--- src/rtl/rtc_pkg.sv ---
// Types and constants of the tile-map collision core.
// No dependencies; imported by every module of the core.
`timescale 1ns / 1ps
`default_nettype none

package rtc_pkg;

    localparam int COORD_W     = 12;
    localparam int DIM_W       = 8;
    localparam int TIDX_W      = 4;
    localparam int MAPSZ_W     = 5;
    localparam int LIM_W       = 7;    // holds map limits up to 127
    localparam int CELL_W      = 13;   // neighbour index, quotient plus one
    localparam int CMP_W       = 14;   // pixel edges of rectangle and tiles
    localparam int DIV_CNT_W   = 4;
    localparam int S_TDATA_W   = 56;
    localparam int M_TDATA_W   = 8;
    localparam int QUEUE_DEPTH = 2;
    localparam int QPTR_W      = 1;
    localparam int QCNT_W      = 2;

    localparam logic [1:0] NBR_LAST = 2'd2;

    typedef enum logic {
        OP_QUERY = 1'b0,
        OP_WRITE = 1'b1
    } op_t;

    typedef enum logic [1:0] {
        REG_TILE_WIDTH  = 2'd0,
        REG_TILE_HEIGHT = 2'd1,
        REG_MAP_COLS    = 2'd2,
        REG_MAP_ROWS    = 2'd3
    } cfg_idx_t;

    typedef enum logic [2:0] {
        ST_CLEAR,
        ST_IDLE,
        ST_DIV,
        ST_SCAN,
        ST_TAIL,
        ST_DONE
    } back_state_t;

    typedef struct packed {
        logic [DIM_W-1:0]   tile_w;
        logic [DIM_W-1:0]   tile_h;
        logic [MAPSZ_W-1:0] map_cols;
        logic [MAPSZ_W-1:0] map_rows;
    } cfg_t;

    typedef struct packed {
        op_t                op;
        logic [COORD_W-1:0] rect_x;
        logic [COORD_W-1:0] rect_y;
        logic [DIM_W-1:0]   rect_w;
        logic [DIM_W-1:0]   rect_h;
        logic [TIDX_W-1:0]  tile_row;
        logic [TIDX_W-1:0]  tile_col;
        logic               tile_solid;
    } cmd_t;

    typedef struct packed {
        logic cmd_ready;
        logic clearing;
    } back_status_t;

endpackage

`default_nettype wire

--- src/rtl/rtc_front.sv ---
// Front end: takes input transactions, classifies them and queues commands.
// Depends on rtc_pkg.
`timescale 1ns / 1ps
`default_nettype none

module rtc_front #(
    parameter int MAX_MAP_ROWS = 16,
    parameter int MAX_MAP_COLS = 16
) (
    input  wire logic                            clk,
    input  wire logic                            rst_n,
    input  wire logic                            s_tvalid,
    output logic                                 s_tready,
    input  wire logic [rtc_pkg::S_TDATA_W-1:0]   s_tdata,
    input  wire logic                            s_tuser,
    input  wire rtc_pkg::back_status_t           status,
    output logic                                 cmd_valid,
    output rtc_pkg::cmd_t                        cmd
);
    import rtc_pkg::*;

    cmd_t                q_reg [QUEUE_DEPTH];
    logic [QPTR_W-1:0]   wr_ptr_reg, wr_ptr_next;
    logic [QPTR_W-1:0]   rd_ptr_reg, rd_ptr_next;
    logic [QCNT_W-1:0]   count_reg, count_next;
    cmd_t                in_cmd;
    logic                accept;
    logic                drop;
    logic                enq;
    logic                deq;

    always_comb
    begin
        in_cmd.op         = op_t'(s_tuser);
        in_cmd.rect_x     = s_tdata[11:0];
        in_cmd.rect_y     = s_tdata[23:12];
        in_cmd.rect_w     = s_tdata[31:24];
        in_cmd.rect_h     = s_tdata[39:32];
        in_cmd.tile_row   = s_tdata[43:40];
        in_cmd.tile_col   = s_tdata[47:44];
        in_cmd.tile_solid = s_tdata[48];
    end

    // writes beyond the stored map have no effect and are not queued
    assign drop = (in_cmd.op == OP_WRITE) &&
                  ((LIM_W'(in_cmd.tile_row) >= LIM_W'(MAX_MAP_ROWS)) ||
                   (LIM_W'(in_cmd.tile_col) >= LIM_W'(MAX_MAP_COLS)));

    assign s_tready  = (count_reg != QCNT_W'(QUEUE_DEPTH)) && !status.clearing;
    assign accept    = s_tvalid && s_tready;
    assign enq       = accept && !drop;
    assign cmd_valid = (count_reg != '0);
    assign cmd       = q_reg[rd_ptr_reg];
    assign deq       = cmd_valid && status.cmd_ready;

    always_comb
    begin
        wr_ptr_next = wr_ptr_reg;
        rd_ptr_next = rd_ptr_reg;
        count_next  = count_reg;
        if (enq)
        begin
            wr_ptr_next = wr_ptr_reg + 1'b1;
        end
        if (deq)
        begin
            rd_ptr_next = rd_ptr_reg + 1'b1;
        end
        if (enq && !deq)
        begin
            count_next = count_reg + 1'b1;
        end
        else if (deq && !enq)
        begin
            count_next = count_reg - 1'b1;
        end
    end

    always_ff @(posedge clk or negedge rst_n)
    begin
        if (!rst_n)
        begin
            wr_ptr_reg <= '0;
            rd_ptr_reg <= '0;
            count_reg  <= '0;
        end
        else
        begin
            wr_ptr_reg <= wr_ptr_next;
            rd_ptr_reg <= rd_ptr_next;
            count_reg  <= count_next;
        end
    end

    always_ff @(posedge clk)
    begin
        if (enq)
        begin
            q_reg[wr_ptr_reg] <= in_cmd;
        end
    end

endmodule

`default_nettype wire

--- src/rtl/rtc_div.sv ---
// Radix-2 restoring divider, one quotient bit per cycle.
// Depends on rtc_pkg.
`timescale 1ns / 1ps
`default_nettype none

module rtc_div (
    input  wire logic                          clk,
    input  wire logic                          rst_n,
    input  wire logic                          start,
    input  wire logic [rtc_pkg::COORD_W-1:0]   dividend,
    input  wire logic [rtc_pkg::DIM_W-1:0]     divisor,
    output logic                               busy,
    output logic [rtc_pkg::COORD_W-1:0]        quotient
);
    import rtc_pkg::*;

    logic [COORD_W-1:0]   quo_reg, quo_next;
    logic [DIM_W-1:0]     rem_reg, rem_next;
    logic [DIM_W-1:0]     div_reg, div_next;
    logic [DIV_CNT_W-1:0] cnt_reg, cnt_next;
    logic                 busy_reg, busy_next;
    logic [DIM_W:0]       rem_sh;
    logic [DIM_W:0]       rem_sub;
    logic                 fits;

    assign rem_sh  = {rem_reg, quo_reg[COORD_W-1]};
    assign rem_sub = rem_sh - {1'b0, div_reg};
    assign fits    = (rem_sh >= {1'b0, div_reg});

    always_comb
    begin
        quo_next  = quo_reg;
        rem_next  = rem_reg;
        div_next  = div_reg;
        cnt_next  = cnt_reg;
        busy_next = busy_reg;
        priority if (start)
        begin
            quo_next  = dividend;
            rem_next  = '0;
            div_next  = divisor;
            cnt_next  = '0;
            busy_next = 1'b1;
        end
        else if (busy_reg)
        begin
            quo_next = {quo_reg[COORD_W-2:0], fits};
            rem_next = fits ? rem_sub[DIM_W-1:0] : rem_sh[DIM_W-1:0];
            cnt_next = cnt_reg + 1'b1;
            if (cnt_reg == DIV_CNT_W'(COORD_W - 1))
            begin
                busy_next = 1'b0;
            end
        end
        else
        begin
            cnt_next = cnt_reg;
        end
    end

    always_ff @(posedge clk or negedge rst_n)
    begin
        if (!rst_n)
        begin
            busy_reg <= 1'b0;
            cnt_reg  <= '0;
        end
        else
        begin
            busy_reg <= busy_next;
            cnt_reg  <= cnt_next;
        end
    end

    always_ff @(posedge clk)
    begin
        quo_reg <= quo_next;
        rem_reg <= rem_next;
        div_reg <= div_next;
    end

    assign busy     = busy_reg;
    assign quotient = quo_reg;

endmodule

`default_nettype wire

--- src/rtl/rtc_back.sv ---
// Back end: tile map memory, clearing pass, query engine and result register.
// Depends on rtc_pkg and rtc_div.
`timescale 1ns / 1ps
`default_nettype none

module rtc_back #(
    parameter int MAX_MAP_ROWS = 16,
    parameter int MAX_MAP_COLS = 16
) (
    input  wire logic                   clk,
    input  wire logic                   rst_n,
    input  wire rtc_pkg::cfg_t          cfg,
    input  wire logic                   cmd_valid,
    input  wire rtc_pkg::cmd_t          cmd,
    output rtc_pkg::back_status_t       status,
    output logic                        m_tvalid,
    input  wire logic                   m_tready,
    output logic                        m_hit
);
    import rtc_pkg::*;

    // tile inputs are 4 bits wide, so at most 16 x 16 tiles can ever be written
    localparam int STORE_ROWS = (MAX_MAP_ROWS < 16) ? MAX_MAP_ROWS : 16;
    localparam int STORE_COLS = (MAX_MAP_COLS < 16) ? MAX_MAP_COLS : 16;
    localparam int DEPTH      = STORE_ROWS * STORE_COLS;
    localparam int ADDR_W     = (DEPTH > 1) ? $clog2(DEPTH) : 1;
    localparam int RW         = (STORE_ROWS > 1) ? $clog2(STORE_ROWS) : 1;
    localparam int CW         = (STORE_COLS > 1) ? $clog2(STORE_COLS) : 1;

    back_state_t          state_reg, state_next;
    logic [ADDR_W-1:0]    clr_addr_reg, clr_addr_next;
    logic [1:0]           dr_reg, dr_next;
    logic [1:0]           dc_reg, dc_next;
    logic                 chk_pend_reg, chk_pend_next;
    logic                 hit_acc_reg, hit_acc_next;
    logic                 out_valid_reg, out_valid_next;
    logic                 hit_reg, hit_next;

    logic [COORD_W-1:0]   qx_reg, qy_reg;
    logic [DIM_W-1:0]     qw_reg, qh_reg;
    logic                 zero_reg;
    logic                 chk_in_reg;
    logic [CMP_W-1:0]     x0_reg, y0_reg;
    logic                 rd_data_reg;

    logic                 mem [DEPTH];
    logic                 mem_we;
    logic [ADDR_W-1:0]    mem_waddr;
    logic                 mem_wdata;
    logic [ADDR_W-1:0]    rd_addr;

    logic                 div_start;
    logic                 x_busy, y_busy;
    logic [COORD_W-1:0]   cx, cy;

    logic                 take_query;
    logic [LIM_W-1:0]     rows_lim, cols_lim;
    logic [CELL_W-1:0]    rr, cc, rr_m1, cc_m1;
    logic [RW-1:0]        r_idx;
    logic [CW-1:0]        c_idx;
    logic                 cell_in;
    logic [CMP_W-1:0]     x0_calc, y0_calc;
    logic [CMP_W-1:0]     x1, y1, qx_e, qy_e, qx1, qy1;
    logic                 overlap;

    rtc_div u_div_x (
        .clk      (clk),
        .rst_n    (rst_n),
        .start    (div_start),
        .dividend (cmd.rect_x),
        .divisor  (cfg.tile_w),
        .busy     (x_busy),
        .quotient (cx)
    );

    rtc_div u_div_y (
        .clk      (clk),
        .rst_n    (rst_n),
        .start    (div_start),
        .dividend (cmd.rect_y),
        .divisor  (cfg.tile_h),
        .busy     (y_busy),
        .quotient (cy)
    );

    assign rows_lim = (LIM_W'(cfg.map_rows) > LIM_W'(MAX_MAP_ROWS)) ?
                      LIM_W'(MAX_MAP_ROWS) : LIM_W'(cfg.map_rows);
    assign cols_lim = (LIM_W'(cfg.map_cols) > LIM_W'(MAX_MAP_COLS)) ?
                      LIM_W'(MAX_MAP_COLS) : LIM_W'(cfg.map_cols);

    // neighbour cell, offset by one so that the row/column above the corner is 0
    assign rr    = {1'b0, cy} + CELL_W'(dr_reg);
    assign cc    = {1'b0, cx} + CELL_W'(dc_reg);
    assign rr_m1 = rr - 1'b1;
    assign cc_m1 = cc - 1'b1;
    assign r_idx = rr_m1[RW-1:0];
    assign c_idx = cc_m1[CW-1:0];

    // inside the configured map and inside storage; cells beyond storage are empty
    assign cell_in = (rr != '0) && (cc != '0) &&
                     (rr <= CELL_W'(rows_lim)) && (cc <= CELL_W'(cols_lim)) &&
                     (rr <= CELL_W'(STORE_ROWS)) && (cc <= CELL_W'(STORE_COLS));

    assign rd_addr = ADDR_W'(r_idx * STORE_COLS + c_idx);
    assign x0_calc = CMP_W'(c_idx) * CMP_W'(cfg.tile_w);
    assign y0_calc = CMP_W'(r_idx) * CMP_W'(cfg.tile_h);

    assign x1      = x0_reg + CMP_W'(cfg.tile_w);
    assign y1      = y0_reg + CMP_W'(cfg.tile_h);
    assign qx_e    = CMP_W'(qx_reg);
    assign qy_e    = CMP_W'(qy_reg);
    assign qx1     = qx_e + CMP_W'(qw_reg);
    assign qy1     = qy_e + CMP_W'(qh_reg);
    // touching edges do not count
    assign overlap = (qx_e < x1) && (qx1 > x0_reg) && (qy_e < y1) && (qy1 > y0_reg);

    assign take_query = (state_reg == ST_IDLE) && cmd_valid && (cmd.op == OP_QUERY);

    always_comb
    begin
        state_next     = state_reg;
        clr_addr_next  = clr_addr_reg;
        dr_next        = dr_reg;
        dc_next        = dc_reg;
        chk_pend_next  = 1'b0;
        hit_acc_next   = hit_acc_reg |
                         (chk_pend_reg && chk_in_reg && rd_data_reg && overlap);
        out_valid_next = out_valid_reg;
        hit_next       = hit_reg;
        mem_we         = 1'b0;
        mem_waddr      = clr_addr_reg;
        mem_wdata      = 1'b0;
        div_start      = 1'b0;
        status.cmd_ready = (state_reg == ST_IDLE);
        status.clearing  = (state_reg == ST_CLEAR);

        if (out_valid_reg && m_tready)
        begin
            out_valid_next = 1'b0;
        end

        unique case (state_reg)
            ST_CLEAR:
            begin
                mem_we        = 1'b1;
                clr_addr_next = clr_addr_reg + 1'b1;
                if (clr_addr_reg == ADDR_W'(DEPTH - 1))
                begin
                    state_next = ST_IDLE;
                end
            end
            ST_IDLE:
            begin
                if (cmd_valid)
                begin
                    if (cmd.op == OP_WRITE)
                    begin
                        mem_we    = 1'b1;
                        mem_waddr = ADDR_W'(cmd.tile_row * STORE_COLS + cmd.tile_col);
                        mem_wdata = cmd.tile_solid;
                    end
                    else
                    begin
                        div_start  = 1'b1;
                        state_next = ST_DIV;
                    end
                end
            end
            ST_DIV:
            begin
                if (!x_busy && !y_busy)
                begin
                    dr_next      = '0;
                    dc_next      = '0;
                    hit_acc_next = 1'b0;
                    state_next   = ST_SCAN;
                end
            end
            ST_SCAN:
            begin
                chk_pend_next = 1'b1;
                if (dc_reg == NBR_LAST)
                begin
                    dc_next = '0;
                    dr_next = dr_reg + 1'b1;
                    if (dr_reg == NBR_LAST)
                    begin
                        state_next = ST_TAIL;
                    end
                end
                else
                begin
                    dc_next = dc_reg + 1'b1;
                end
            end
            ST_TAIL:
            begin
                state_next = ST_DONE;
            end
            ST_DONE:
            begin
                if (!out_valid_reg || m_tready)
                begin
                    out_valid_next = 1'b1;
                    hit_next       = hit_acc_reg && !zero_reg;
                    state_next     = ST_IDLE;
                end
            end
            default:
            begin
                state_next = ST_IDLE;
            end
        endcase
    end

    always_ff @(posedge clk or negedge rst_n)
    begin
        if (!rst_n)
        begin
            state_reg     <= ST_CLEAR;
            clr_addr_reg  <= '0;
            dr_reg        <= '0;
            dc_reg        <= '0;
            chk_pend_reg  <= 1'b0;
            hit_acc_reg   <= 1'b0;
            out_valid_reg <= 1'b0;
        end
        else
        begin
            state_reg     <= state_next;
            clr_addr_reg  <= clr_addr_next;
            dr_reg        <= dr_next;
            dc_reg        <= dc_next;
            chk_pend_reg  <= chk_pend_next;
            hit_acc_reg   <= hit_acc_next;
            out_valid_reg <= out_valid_next;
        end
    end

    always_ff @(posedge clk)
    begin
        hit_reg    <= hit_next;
        chk_in_reg <= cell_in;
        x0_reg     <= x0_calc;
        y0_reg     <= y0_calc;
        if (take_query)
        begin
            qx_reg   <= cmd.rect_x;
            qy_reg   <= cmd.rect_y;
            qw_reg   <= cmd.rect_w;
            qh_reg   <= cmd.rect_h;
            zero_reg <= (cfg.tile_w == '0) || (cfg.tile_h == '0);
        end
    end

    // tile map: one write port, one registered read port
    always_ff @(posedge clk)
    begin
        if (mem_we)
        begin
            mem[mem_waddr] <= mem_wdata;
        end
        rd_data_reg <= mem[rd_addr];
    end

    assign m_tvalid = out_valid_reg;
    assign m_hit    = hit_reg;

endmodule

`default_nettype wire

--- src/rtl/rect_tilemap_collision_core.sv ---
// Query: the back end runs both bit-serial dividers, then 9 tile map reads over the
// 3x3 neighbourhood, then control states, before the result. A tile write is done
// directly in the idle state, with no further back-end state.
// A two-entry command queue and the result register let each side stall alone.
// Reset (rst_n, async, active low) restores the registers to 73/60/11/10 and starts a
// clearing pass over every stored tile (at most 16 x 16), s_tready low.
`timescale 1ns / 1ps
`default_nettype none

module rect_tilemap_collision_core #(
    parameter int MAX_MAP_COLS = 16,
    parameter int MAX_MAP_ROWS = 16
) (
    input  wire logic                            clk,
    input  wire logic                            rst_n,
    input  wire logic                            cfg_we,
    input  wire logic [1:0]                      cfg_addr,
    input  wire logic [rtc_pkg::DIM_W-1:0]       cfg_wdata,
    input  wire logic                            s_tvalid,
    output logic                                 s_tready,
    // rect_x[11:0], rect_y[23:12], rect_w[31:24], rect_h[39:32],
    // tile_row[43:40], tile_col[47:44], tile_solid[48], zero fill[55:49]
    input  wire logic [rtc_pkg::S_TDATA_W-1:0]   s_tdata,
    // operation[0]
    input  wire logic                            s_tuser,
    output logic                                 m_tvalid,
    input  wire logic                            m_tready,
    // hit[0], zero fill[7:1]
    output logic [rtc_pkg::M_TDATA_W-1:0]        m_tdata
);
    import rtc_pkg::*;

    cfg_t           cfg_reg;
    back_status_t   status;
    logic           cmd_valid;
    cmd_t           cmd;
    logic           hit;

    always_ff @(posedge clk or negedge rst_n)
    begin
        if (!rst_n)
        begin
            cfg_reg.tile_w   <= DIM_W'(73);
            cfg_reg.tile_h   <= DIM_W'(60);
            cfg_reg.map_cols <= MAPSZ_W'(11);
            cfg_reg.map_rows <= MAPSZ_W'(10);
        end
        else if (cfg_we)
        begin
            unique case (cfg_idx_t'(cfg_addr))
                REG_TILE_WIDTH:  cfg_reg.tile_w   <= cfg_wdata;
                REG_TILE_HEIGHT: cfg_reg.tile_h   <= cfg_wdata;
                REG_MAP_COLS:    cfg_reg.map_cols <= cfg_wdata[MAPSZ_W-1:0];
                REG_MAP_ROWS:    cfg_reg.map_rows <= cfg_wdata[MAPSZ_W-1:0];
                default:         cfg_reg          <= cfg_reg;
            endcase
        end
    end

    rtc_front #(
        .MAX_MAP_ROWS (MAX_MAP_ROWS),
        .MAX_MAP_COLS (MAX_MAP_COLS)
    ) u_front (
        .clk       (clk),
        .rst_n     (rst_n),
        .s_tvalid  (s_tvalid),
        .s_tready  (s_tready),
        .s_tdata   (s_tdata),
        .s_tuser   (s_tuser),
        .status    (status),
        .cmd_valid (cmd_valid),
        .cmd       (cmd)
    );

    rtc_back #(
        .MAX_MAP_ROWS (MAX_MAP_ROWS),
        .MAX_MAP_COLS (MAX_MAP_COLS)
    ) u_back (
        .clk       (clk),
        .rst_n     (rst_n),
        .cfg       (cfg_reg),
        .cmd_valid (cmd_valid),
        .cmd       (cmd),
        .status    (status),
        .m_tvalid  (m_tvalid),
        .m_tready  (m_tready),
        .m_hit     (hit)
    );

    assign m_tdata = {{(M_TDATA_W-1){1'b0}}, hit};

endmodule

`default_nettype wire

--- config.mk ---
export PLATFORM = sky130hd
export DESIGN_NAME = rect_tilemap_collision_core
export DESIGN_NICKNAME = d
export VERILOG_FILES = /design/src/rtl/rtc_pkg.sv /design/src/rtl/rtc_front.sv /design/src/rtl/rtc_div.sv /design/src/rtl/rtc_back.sv /design/src/rtl/rect_tilemap_collision_core.sv
export SDC_FILE = /design/constraint.sdc
export NUM_CORES = 1
export LEC_CHECK = 0
export ABC_AREA = 1
export ABC_CLOCK_PERIOD_IN_PS = 22600
export BUFFER_PORTS_ARGS = -buffer_cell sky130_fd_sc_hd__buf_2
export CORE_AREA = 2 2 316 224
export DETAILED_ROUTE_END_ITERATION = 6
export DIE_AREA = 0 0 318 226
export PLACE_DENSITY = 0.69
export SYNTH_ARGS = -nofsm -noshare
export SYNTH_HDL_FRONTEND = slang
export SYNTH_SLANG_ARGS = --single-unit
--- constraint.sdc ---
create_clock -name clk -period 22.6 [get_ports clk]
set_clock_uncertainty 0.2 [all_clocks]
set_input_delay 2.26 -clock clk [delete_from_list [all_inputs] [get_ports clk]]
set_output_delay 2.26 -clock clk [all_outputs]
set_load 0.02 [all_outputs]
; Yosys cells after proc, flatten, opt, wreduce, memory -nomap -nowiden
; Memories as Yosys holds them, arrays and structs flattened. A register that Yosys moved wholly into a read port is not among the register bits.
; Index checks and enable logic that the tools add are counted.
; W data, S select, Z words.
[classes]
order_cmp = 12
mux = 55
addsub = 21
eq_ne = 21
n_reduce_logical = 48
n_bitwise = 2
n_mul = 2
[op_table]
columns = operator, n
row1 = $add A12 B8 Y13, 4
row2 = $mux W12, 4
row3 = $mux W8, 5
row4 = $gt A14 B12 Y1, 2
row5 = $lt A12 B14 Y1, 2
row6 = $add A12 B2 Y13, 2
row7 = $le A13 B5 Y1, 2
row8 = $le A13 B5 Y1 const B, 2
row9 = $reduce_bool A13 Y1, 2
row10 = $mul A4 B8 Y12, 2
row11 = $mux W1, 24
row12 = $mux W3, 7
row13 = $logic_and A1 B1 Y1, 20
row14 = $ge A9 B8 Y1, 2
row15 = $pmux W3 S6, 1
row16 = $add A8 B4 Y8, 2
row17 = $logic_not A8 Y1, 2
row18 = $mux W4, 4
row19 = $sub A8 B8 Y8, 2
row20 = $ne A2 B1 Y1 const B, 6
row21 = $reduce_and A2 Y1, 6
row22 = $gt A5 B5 Y1 const B, 2
row23 = $mux W2, 5
row24 = $mux W5, 2
row25 = 25 further kinds, 49
[word_totals]
wordCells = 196
n_memories = 2
out_inout_bits = 10
ram_bits = 356
input_bits = 72
ff_bits = 181
[mem_list]
columns = name, depth, width, read_ports, rd_clocked_by_memory_dff, write_ports, line
row1 = u_back.mem, 256, 1, 1, 1, 1, rtc_back.sv:46  ; logic mem [DEPTH];
row2 = u_front.q_reg, 2, 50, 1, 0, 1, rtc_front.sv:22  ; cmd_t q_reg [QUEUE_DEPTH];

; Depth between registers and ports, before layout
; Gate-level depths: netlist (run 1).
[logic_depth]
word_depth = 9
depth_mapped = 26
depth_no_buf = 25

; Modules after synthesis
; A second synthesis (run 1) with hierarchy kept.
[hier_totals]
hier_cells = 3250
area_unflattened_um2 = 29101.7
[by_module_without_submodules]
columns = module, n_inst, seq_area_each_um2, cells_each, area_each_um2
row1 = rtc_back, 1, 9919.5, 2406, 20384.6
row2 = rtc_front, 1, 3103.0, 294, 3911.3
row3 = rtc_div at u_back.u_div_x, 1, 885.8, 212, 1830.5
row4 = rtc_div at u_back.u_div_y, 1, 885.8, 212, 1821.7
row5 = rect_tilemap_collision_core, 1, 665.6, 126, 1153.6

; Least setup slack after synthesis (run 1)
; No wires, ideal clock.
[synth_timing]
kind = reg-to-reg
startpoint = register u_front.rd_ptr_reg
endpoint = memory u_back.mem[0] (data pin)
t_arrival_ns = 8.016
path_stages_with_launch = 7
t_required_ns = 20.823
path_buffers = 3
period_less_slack_ns = 9.793
slack_ns = 12.807
cell_sequence = dfrtp_1 -> buf_2 -> inv_2 -> clkbuf_1 -> clkbuf_1 -> nand2_1 -> a21oi_1
[synth_between]
elab_chain_cells = 4
[synth_lines]
columns = item, line
row1 = "start, declared", rtc_front.sv:24  ; logic [QPTR_W-1:0] rd_ptr_reg, rd_ptr_next;
row2 = "start signal, assigned", rtc_front.sv:90  ; rd_ptr_reg <= rd_ptr_next;
row3 = $mem_v2 Z2 W50, n/a
row4 = $mux W1, rtc_back.sv:156  ; if (cmd.op == OP_WRITE)
row5 = $mux W1, rtc_back.sv:154  ; if (cmd_valid)
row6 = $mux W1, rtc_back.sv:142  ; unique case (state_reg)
row7 = net u_back.mem_wdata, rtc_back.sv:49  ; logic mem_wdata;
row8 = "end, declared", rtc_back.sv:46
; The timed path passes the listed nets, and every way through them passes these cells.

; Worst setup path after layout (run 1)
[layout_timing]
startpoint = register u_back.u_div_y.quo_reg[0] (netlist: u_back.u_div_y.quotient[0])
endpoint = register u_back.y0_reg[10]
[layout_between]
elab_chain_cells = 3
[layout_lines]
columns = item, line
row1 = "start, declared", rtc_div.sv:17  ; logic [COORD_W-1:0] quo_reg, quo_next;
row2 = "start signal, assigned", rtc_div.sv:77  ; quo_reg <= quo_next;
row3 = $add A12 B2 Y13, rtc_back.sv:92  ; assign rr = {1'b0, cy} + CELL_W'(dr_reg);
row4 = $sub A4 B1 Y4, rtc_back.sv:94  ; assign rr_m1 = rr - 1'b1;
row5 = $mul A4 B8 Y12, rtc_back.sv:106  ; assign y0_calc = CMP_W'(r_idx) * CMP_W'(cfg.tile_h);
row6 = net u_back.y0_calc[10], rtc_back.sv:62  ; logic [CMP_W-1:0] x0_calc, y0_calc;
row7 = "end signal, assigned", rtc_back.sv:245  ; y0_reg <= y0_calc;
row8 = "end, declared", rtc_back.sv:43  ; logic [CMP_W-1:0] x0_reg, y0_reg;
; The timed path passes the listed nets, and every way through them passes these cells.
; A chain may end at the register's enable or synchronous reset.

==> qor.csv, run 1 <==
metric,value,unit
yosys_warnings,0,
rsz0062_at_grt,false,
vias,21222,
path_class,reg2reg,
synth_compound_area_share,5.749,%
worst_pin_slew,1.070,ns
antenna_found_initial,3,
ios,82,
synth_cell_types,54,
critPathLaunch,u_back.u_div_y.quotient[0],
core_area,69020,um2
die-area,71870,um2
post_cts_buffers,0,
synth_cells,3157,
synth-seq-cells,538,
arrival,6.10,ns
syn-mean-instance-area,9.072,um2
yosys.area.top_type,edfxtp_1,
clock.fmax,172.7,MHz
synth-seq-area-share,53.98,%
synth_top_family_by_area,simple AND/OR/NAND/NOR gates,
cts_tree,yes,
startpoint_type,flip-flop,
fp.dieW,318,um
drive_gt1_share,6.892,%
synth-simple-area-share,22.41,%
largest_reg_flops,256,
synth_top_area_share,45.92,%
hold_viol,0,
hold_buffers,0,
synth_area,28640,um2
reg2reg_from,u_back.u_div_y.quotient[0],
synth_mux_area_share,0,%
area_delta_synth_final,9.991,%
antenna_left,0,
final_core_util,45.64,%
fillCellCount,6487,
rr_worst_depth,21,
h-tree-depth,2,
cts.sinks,538,
r2r_setup_slack,16.81,ns
slew_violations,0,
nets,3434,
first_global_vias,19538,
grt_pass1_wl,107.3,mm
die_h,226,um
gp_congestion,0.8831,
start_util,41.50,%
grt_use_total,19.06,%
drt-initial-drc-count,2212,
first_pass_iters,7,
endpoint,u_back.y0_reg[10],
clock_path_buffers,3,
post-route-drc-count,0,
crit_fanout,15,
status,"finished, final reports clean",
end_kind,flip-flop,
synth_fa_ha_area_share,8.658,%
wl,68.74,mm
cts-root-buf,clkbuf_16,
r2r-end,u_back.y0_reg[10],
clk_latency,0.62,ns
clk_pin_slew,0.07,ns
cap_violations,0,
synthXorXnorAreaFrac,2.722,%
rows,81,
worstPathRequired,22.91,ns
viasPerCell,5.132,
setup_viol,0,
slew_headroom,28.68,%
hpwl,46.05,mm
grt-ovfl-total,0,
grt_max_degree,118,
min_period,5.790,ns
cts_buffers,51,
post_drt_wl_per_cell,16.62,um
fin_setup_tns,0,ns
fin_crit_sh,25.62,%
io_buffers,67,
hp-class,reg2reg,
synthTopCellsByArea,"edfxtp_1, nand2_1, nor2_1",
cts_resized,0,
stdcell_count,4135,
dp.cells,4043,
==> synth_stat cells, drive strengths merged <==
cell type and count:
or2 6, nand3 179, o21bai 4, clkbuf 59
o21ai 168, nand3b 9, nor3 25, clkinv 2
buf 61, a21oi 88, o211a 1, xnor2 20
inv 349, conb 1, and3 4, o31ai 1
a211oi 2, dfrtp 46, o211ai 5, a22oi 1
xor2 69, dfxtp 42, o22ai 4, nor2 544
o221ai 2, and2 3, edfxtp 438, o21a 3
a31oi 13, fa 32, nand2 785, o31a 1
nand4 23, o2111ai 1, a21o 3, dfstp 12
a21boi 2, ha 147, o41ai 2
==> metal layers <==
metal,track usage [%],share of wire [%]
met1,29.50,48
met2,27.45,41
met3,3.901,9.3
met4,3.625,1.3
met5,0,0
==> how the worst min path moves through the flow <==
stage,start,end,slack [ns],depth (start not counted)
floorplan,u_back.u_div_y.rem_reg[1],u_back.u_div_y.rem_reg[1],0.24,2
global placement,u_back.u_div_y.rem_reg[1],u_back.u_div_y.rem_reg[1],0.26,2
detailed placement,u_back.u_div_y.rem_reg[2],u_back.u_div_y.rem_reg[2],0.26,2
CTS,u_back.u_div_y.rem_reg[2],u_back.u_div_y.rem_reg[2],0.27,2
global route,u_back.u_div_y.rem_reg[1],u_back.u_div_y.rem_reg[1],0.29,2
finish,u_back.u_div_y.rem_reg[1],u_back.u_div_y.rem_reg[1],0.27,2
==> cells by family after synthesis <==
logic type / after synthesis
compound gates: 301
xor+xnor: 89
fa+ha+maj: 179
buf+inv: 471
flops: 538
other cells: 1
simple gates: 1578
==> cell usage in the layout, fill, tap and decap left out, drive strengths merged, types with 5 or more instances in the layout <==
master	instances
dfxtp	42
nand3	179
dfstp	12
inv	351
nand2	785
nand3b	9
buf	87
xor2	69
ha	147
a31oi	13
o21ai	168
o211ai	5
or2	6
a21oi	88
dfrtp	46
edfxtp	438
nor2	544
bufinv	7
clkinv	25
nand4	23
fa	32
xnor2	20
clkbuf	57
conb	7
nor3	25
==> worst max-delay path, cell delays in order (launching register included) <==
cell and delay (ns):
edfxtp_1 0.42, ha_1 0.67, inv_1 0.49, ha_1 0.35, inv_1 0.05, nor2_1 0.06
nor2_1 0.67, nor2_1 0.13, fa_1 0.55, inv_1 0.06, fa_1 0.53, inv_1 0.05
ha_1 0.35, a21oi_1 0.17, o21ai_0 0.15, nand2_1 0.09, nand2_1 0.05, a21oi_1 0.19
nor2_1 0.06, o21ai_0 0.14, nand2_1 0.08, xor2_1 0.16
==> stage by stage <==
step	cell area [um2]	worst slack [ns]	hold slack (ns)
after floorplan	28660	12.81	0.2436
after global placement	29820	16.95	0.2589
after detailed placement	29820	16.96	0.2625
after CTS	31500	16.88	0.2746
after global routing	31500	16.42	0.2853
final	31500	16.81	0.2718
==> layout make-up <==
type	instances	area, um2	area share, %
antenna	1	2.502	0.007943
clock buffer	57	1299	4.123
clock inverter	34	385.4	1.223
inverter	351	1319	4.186
multi-input combinational	2154	11410	36.21
sequential	538	15460	49.08
tap	913	1142	3.626
timing repair buffer	87	485.5	1.541
Power of run 1 is not shown: default switching activity piles up to over one toggle a cycle in this logic, so the estimate is an artifact.
==> run 2, diff against run 1 <==
--- a/config.mk
+++ b/config.mk
@@ -5,12 +5,12 @@
 export SDC_FILE = /design/constraint.sdc
 export NUM_CORES = 1
 export LEC_CHECK = 0
-export ABC_AREA = 1
-export ABC_CLOCK_PERIOD_IN_PS = 22600
+export ABC_AREA = 0
+export ABC_CLOCK_PERIOD_IN_PS = 6000
 export BUFFER_PORTS_ARGS = -buffer_cell sky130_fd_sc_hd__buf_2
-export CORE_AREA = 2 2 316 224
+export CORE_AREA = 2 2 309 219
 export DETAILED_ROUTE_END_ITERATION = 6
-export DIE_AREA = 0 0 318 226
+export DIE_AREA = 0 0 311 221
 export PLACE_DENSITY = 0.69
 export SYNTH_ARGS = -nofsm -noshare
 export SYNTH_HDL_FRONTEND = slang
==> constraint.sdc (replaced) <==
create_clock -name clk -period 6 [get_ports clk]
set_clock_uncertainty 0.2 [all_clocks]
set_input_delay 0.6 -clock clk [delete_from_list [all_inputs] [get_ports clk]]
set_output_delay 0.6 -clock clk [all_outputs]
set_load 0.02 [all_outputs]
==> qor.csv, run 2 <==
metric,value,unit
synth_area,27430,um2
reg2reg_from,u_back.dc_reg[0],
startpoint_type,flip-flop,
stdcell_count,3239,
fp.dieW,311,um
rows,79,
synth_cell_types,70,
post_drt_wl_per_cell,18.95,um
mostFrequentLayoutCells,"edfxtp_1, nor2_1, nand2_1",
antenna_left,0,
synth_top_area_share,47.95,%
clock_path_buffers,3,
synthTopCellsByArea,"edfxtp_1, ha_1, mux4_2",
area_delta_synth_final,12.28,%
cts-root-buf,clkbuf_16,
clk_latency,0.62,ns
min_period,5.480,ns
r2r_setup_slack,0.52,ns
gp_congestion,0.8833,
final_common_cell,edfxtp_1,
hp-class,in2reg,
h-tree-depth,2,
cts_tree,yes,
hold_start,m_tready,
first_pass_iters,6,
cts_buffers,52,
cap_violations,0,
yosys_warnings,0,
r2r-end,u_back.x0_reg[11],
wl_met3,4.444,mm
vias,17325,
synth_most_common_cell,edfxtp_1,
drive_gt1_share,14.22,%
ios,82,
grt_pass1_wl,96.52,mm
die-area,68730,um2
first_global_vias,17423,
slew_violations,0,
dp.cells,3097,
antenna_cells,0,
end_kind,flip-flop,
syn-mean-instance-area,12.43,um2
wl_met1,28.96,mm
fin_setup_tns,0,ns
hold-path-endpoint,u_back.m_tvalid,
worst_pin_slew,1.080,ns
start_util,41.67,%
rr_worst_depth,19,
worstPathRequired,6.30,ns
yosys_most_used_dff,edfxtp_1,
grt-ovfl-total,0,
synth_edf_count,438,
clock.fmax,182.5,MHz
synth_cells,2206,
hold_viol,0,
async_reset_ff_share,10.78,%
clk_pin_slew,0.06,ns
post-route-drc-count,0,
dr_wl_met2,26.86,mm
wl,61.39,mm
dr.max_layer_used,met5,
slew_headroom,27.99,%
io_buffers,67,
hpwl,41.64,mm
rsz0062_at_grt,false,
yosys.area.top_type,edfxtp_1,
cts.sinks,538,
nets,2562,
synth-seq-cells,538,
status,"finished, final reports clean",
path_class,reg2reg,
fin_crit_sh,91.33,%
core_area,65830,um2
yosys-top-cells-count,"edfxtp_1, nor2_1, nand2_1, ha_1, inv_1",
drt-initial-drc-count,1831,
crit_fanout,12,
setup_viol,0,
die_h,221,um
grt_use_total,17.78,%
antenna_found_initial,1,
synth-seq-area-share,56.36,%
largest_reg_flops,256,
holdPathStages,3,
grt_max_degree,257,
viasPerCell,5.349,
arrival,5.78,ns
-- run 2: cell count changes in the layout (fill, tap and decap cells not counted), moves of 33 or more --
| cell | delta |
|---|---|
| nor2_1 | -196 |
| xnor2_1 | +39 |
| mux2_2 | +85 |
| inv_1 | -208 |
| dlygate4sd3_1 | +51 |
| mux4_2 | +65 |
| xor2_1 | -36 |
| mux2i_1 | +56 |
| nand3_1 | -131 |
| o21ai_0 | -100 |
| nand2_1 | -615 |
| nor2b_1 | +51 |
| and2_1 | +33 |
-- run 2: repair_timing --
item                                   in CTS  in global routing
endpoints found under the hold margin     140                  0
resized for setup                           0                  0
hold buffers                               51                  0
buffers inserted                            0                  0
-- run 2: layout make-up --
class	instances	area (um2)
repair buffers	139	1016
clock inverters	27	259.0
clock buffers	64	1368
inverters	135	506.7
fillers	5876	35030
multi-input cells	1445	11070
flip-flops and latches	538	15460
well taps	891	1115
-- run 2: logic make-up after synthesis --
logic type / Yosys count / share of synthesized area, %
compound gates: 230 / 5.287
xor+xnor: 92 / 2.938
fa+ha+maj: 179 / 9.041
buf+inv: 229 / 3.467
flops: 538 / 56.36
mux: 206 / 10.87
other cells: 1 / 0.01367
simple gates: 731 / 12.02
-- run 2: layer usage --
| metal | vias to the layer above | track usage (%) |
|---|---|---|
| met5 | - | 0 |
| met4 | 2 | 4.332 |
| met3 | 84 | 2.793 |
| met2 | 546 | 26.66 |
| met1 | 8606 | 26.99 |
| li1 | 8087 | - |
-- run 2: worst max-delay path, cell delays in order, from the launching register on --
cell,delay (ns)
dfrtp_1,0.45
ha_4,0.17
inv_1,0.04
fa_1,0.50
or2_0,0.27
a2111o_1,0.38
nand4_2,0.12
buf_4,0.22
and2_1,0.19
fa_1,0.43
fa_1,0.64
ha_1,0.26
a21o_1,0.16
a21oi_1,0.21
o21bai_1,0.09
a21oi_1,0.22
o21bai_1,0.09
a21oi_1,0.28
nor4bb_1,0.09
or3_1,0.37
-- run 2: worst max-delay path by stage --
stage / start / to / slack (ns) / cells after the start
2_1_floorplan: u_back.dc_reg[0] / u_back.x0_reg[11] / 0.56 / 20
3_3_place_gp: u_back.dr_reg[0] / u_back.y0_reg[11] / 0.64 / 18
3_5_place_dp: u_back.dr_reg[0] / u_back.y0_reg[11] / 0.53 / 18
4_1_cts: u_back.dr_reg[0] / u_back.y0_reg[11] / 0.53 / 18
5_1_grt: u_back.dr_reg[0] / u_back.y0_reg[11] / 0.05 / 19
6_report: u_back.dc_reg[0] / u_back.x0_reg[11] / 0.52 / 19
-- run 2: per-stage QoR --
step	instance area, um2	hold slack, ns	utilization (%)	worst slack (ns)
2_1_floorplan	27460	0.1044	-	0.5589
3_5_place_dp	28660	0.2663	43.54	0.5292
4_1_cts	30800	0.08385	46.78	0.5272
6_report	30800	0.1098	46.78	0.5203
3_3_place_gp	28660	0.2602	43.54	0.6434
5_1_grt	30800	0.09845	46.78	0.05228
Power of run 2 is left out for the same reason.
==> run 3, diff against run 2 <==
--- a/config.mk
+++ b/config.mk
@@ -8,10 +8,12 @@
 export ABC_AREA = 0
 export ABC_CLOCK_PERIOD_IN_PS = 6000
 export BUFFER_PORTS_ARGS = -buffer_cell sky130_fd_sc_hd__buf_2
-export CORE_AREA = 2 2 309 219
+export CAP_MARGIN = 30
+export CORE_AREA = 2 2 259 184
+export CTS_BUF_LIST = sky130_fd_sc_hd__clkbuf_4
 export DETAILED_ROUTE_END_ITERATION = 6
-export DIE_AREA = 0 0 311 221
-export PLACE_DENSITY = 0.69
+export DIE_AREA = 0 0 261 186
+export PLACE_DENSITY = 0.89
 export SYNTH_ARGS = -nofsm -noshare
 export SYNTH_HDL_FRONTEND = slang
 export SYNTH_SLANG_ARGS = --single-unit
==> qor.csv, run 3 (same netlist as run 2, synthesis figures left out) <==
metric,value,unit
h-tree-depth,4,
vias,18931,
slew_violations,0,
largest_reg_flops,256,
antenna_found_initial,2,
end_kind,flip-flop,
min_period,5.530,ns
worst_pin_slew,1.020,ns
reg2reg_from,u_back.dr_reg[0],
fin_setup_tns,0,ns
die_h,186,um
core_area,46080,um2
nets,2651,
post_drt_wl_per_cell,21.31,um
setup_viol,0,
slowest_delay,0.55,ns
viasPerCell,6.083,
fp.dieW,261,um
path_class,reg2reg,
grt-ovfl-total,0,
clock_path_buffers,3,
grt_use_total,28.15,%
arrival,6.10,ns
hold_start,cfg_we,
first_global_vias,19406,
hpwl,41.43,mm
drive_gt1_share,19.25,%
ios,82,
wl,66.31,mm
die-area,48550,um2
fin_crit_sh,92.17,%
cap_violations,0,
critPathLaunch,u_back.dr_reg[0],
grt_max_degree,257,
hold_viol,0,
cts.sinks,538,
cp_slowest_cell,fa_1,
cts_buffers,130,
worstPathRequired,6.57,ns
path_buf_inv,2,
rows,66,
area_delta_synth_final,11.97,%
start_util,59.53,%
first_pass_iters,6,
post-route-drc-count,0,
gp_congestion,0.9082,
io_buffers,67,
crit_fanout,6,
fillCellCount,3048,
cts-root-buf,clkbuf_4,
post_cts_buffers,0,
crit_family,adder cells,
clk_pin_slew,0.08,ns
final_common_cell,edfxtp_1,
antenna_left,0,
slew_headroom,31.27,%
cp_cell_sequence,ha_1 > inv_1 > fa_1 > xnor2_1 > nor3_1 > xor2_2 > nand2_1 > fa_1 > inv_1 > fa_1 > ha_1 > a21o_1 > a21oi_1 > o21ai_0 > a21oi_1 > o21bai_1 > a21oi_1 > nor4bb_1 > or3_1,
mostFrequentLayoutCells,"edfxtp_1, nor2_1, clkbuf_4",
clk_latency,0.96,ns
rsz0062_at_grt,false,
grt_pass1_wl,103.7,mm
status,"finished, final reports clean",
clock.fmax,180.8,MHz
hp-class,in2reg,
drt-initial-drc-count,2403,
cts_tree,yes,
startpoint_type,flip-flop,
run 3: metal layers:
metal	share of wire (%)	global-route usage [%]	vias up
met5	0	0	-
met1	39	37.24	9177
met3	12	8.905	201
met2	46	43.63	1207
met4	3.2	11.16	0
li1	-	-	8346
run 3: worst register-to-register path, delay by kind of cell (launching register included):
family / cells / cell delay (ns)
buf+inv: 2 / 0.13
xor+xnor: 2 / 0.52
fa+ha+maj: 5 / 2.03
flops: 1 / 0.43
compound gates: 6 / 1.16
simple gates: 4 / 0.93
run 3: final cells by class:
cell class                      count  area, um2  share of cell area (%)
Sequential cell                   538      15460                   50.34
Multi-Input combinational cell   1445      11080                   36.09
Clock buffer                      198       1486                   4.840
Timing Repair Buffer              150       1151                   3.748
Tap cell                          612      765.7                   2.493
Inverter                          135      506.7                   1.650
Clock inverter                     33      255.2                  0.8311
Antenna cell                        1      2.502                0.008148
run 3: repair_timing:
action / CTS / global route
endpoints found under the hold margin: 182 / 0
resized for setup: 0 / 1
setup endpoints to repair: 0 / 1
hold buffers: 64 / 0
run 3: metrics by stage:
step | cells | hold slack (ns) | setup WS [ns] | instance area, um2 | utilization [%]
after CTS | 3111 | 0.07879 | 0.4976 | 30700 | 66.63
final | 3112 | 0.1575 | 0.4696 | 30710 | 66.65
after detailed placement | 2816 | 0.2876 | 0.5280 | 28320 | 61.46
after global routing | 3112 | 0.1258 | 0.1532 | 30710 | 66.65
after floorplan | 2212 | 0.1044 | 0.5589 | 27460 | -
after global placement | 2815 | 0.2601 | 0.7543 | 28290 | 61.40
run 3: worst paths after layout:
| kind | endpoint | slack (ns) | cells past startpoint |
|---|---|---|---|
| worst max-delay path | u_back.y0_reg[11] | 0.47 | 19 |
| min in group asynchronous | u_back.clr_addr_reg[5] | 0.18 | 3 |
| worst min register to register | cfg_reg[0] | 0.30 | 1 |
| max in group asynchronous | cfg_reg[4] | 4.77 | 3 |
| worst max register to register | u_back.y0_reg[11] | 0.47 | 19 |
| worst min-delay path | cfg_reg[19] | 0.16 | 3 |
Power of run 3 is left out for the same reason.
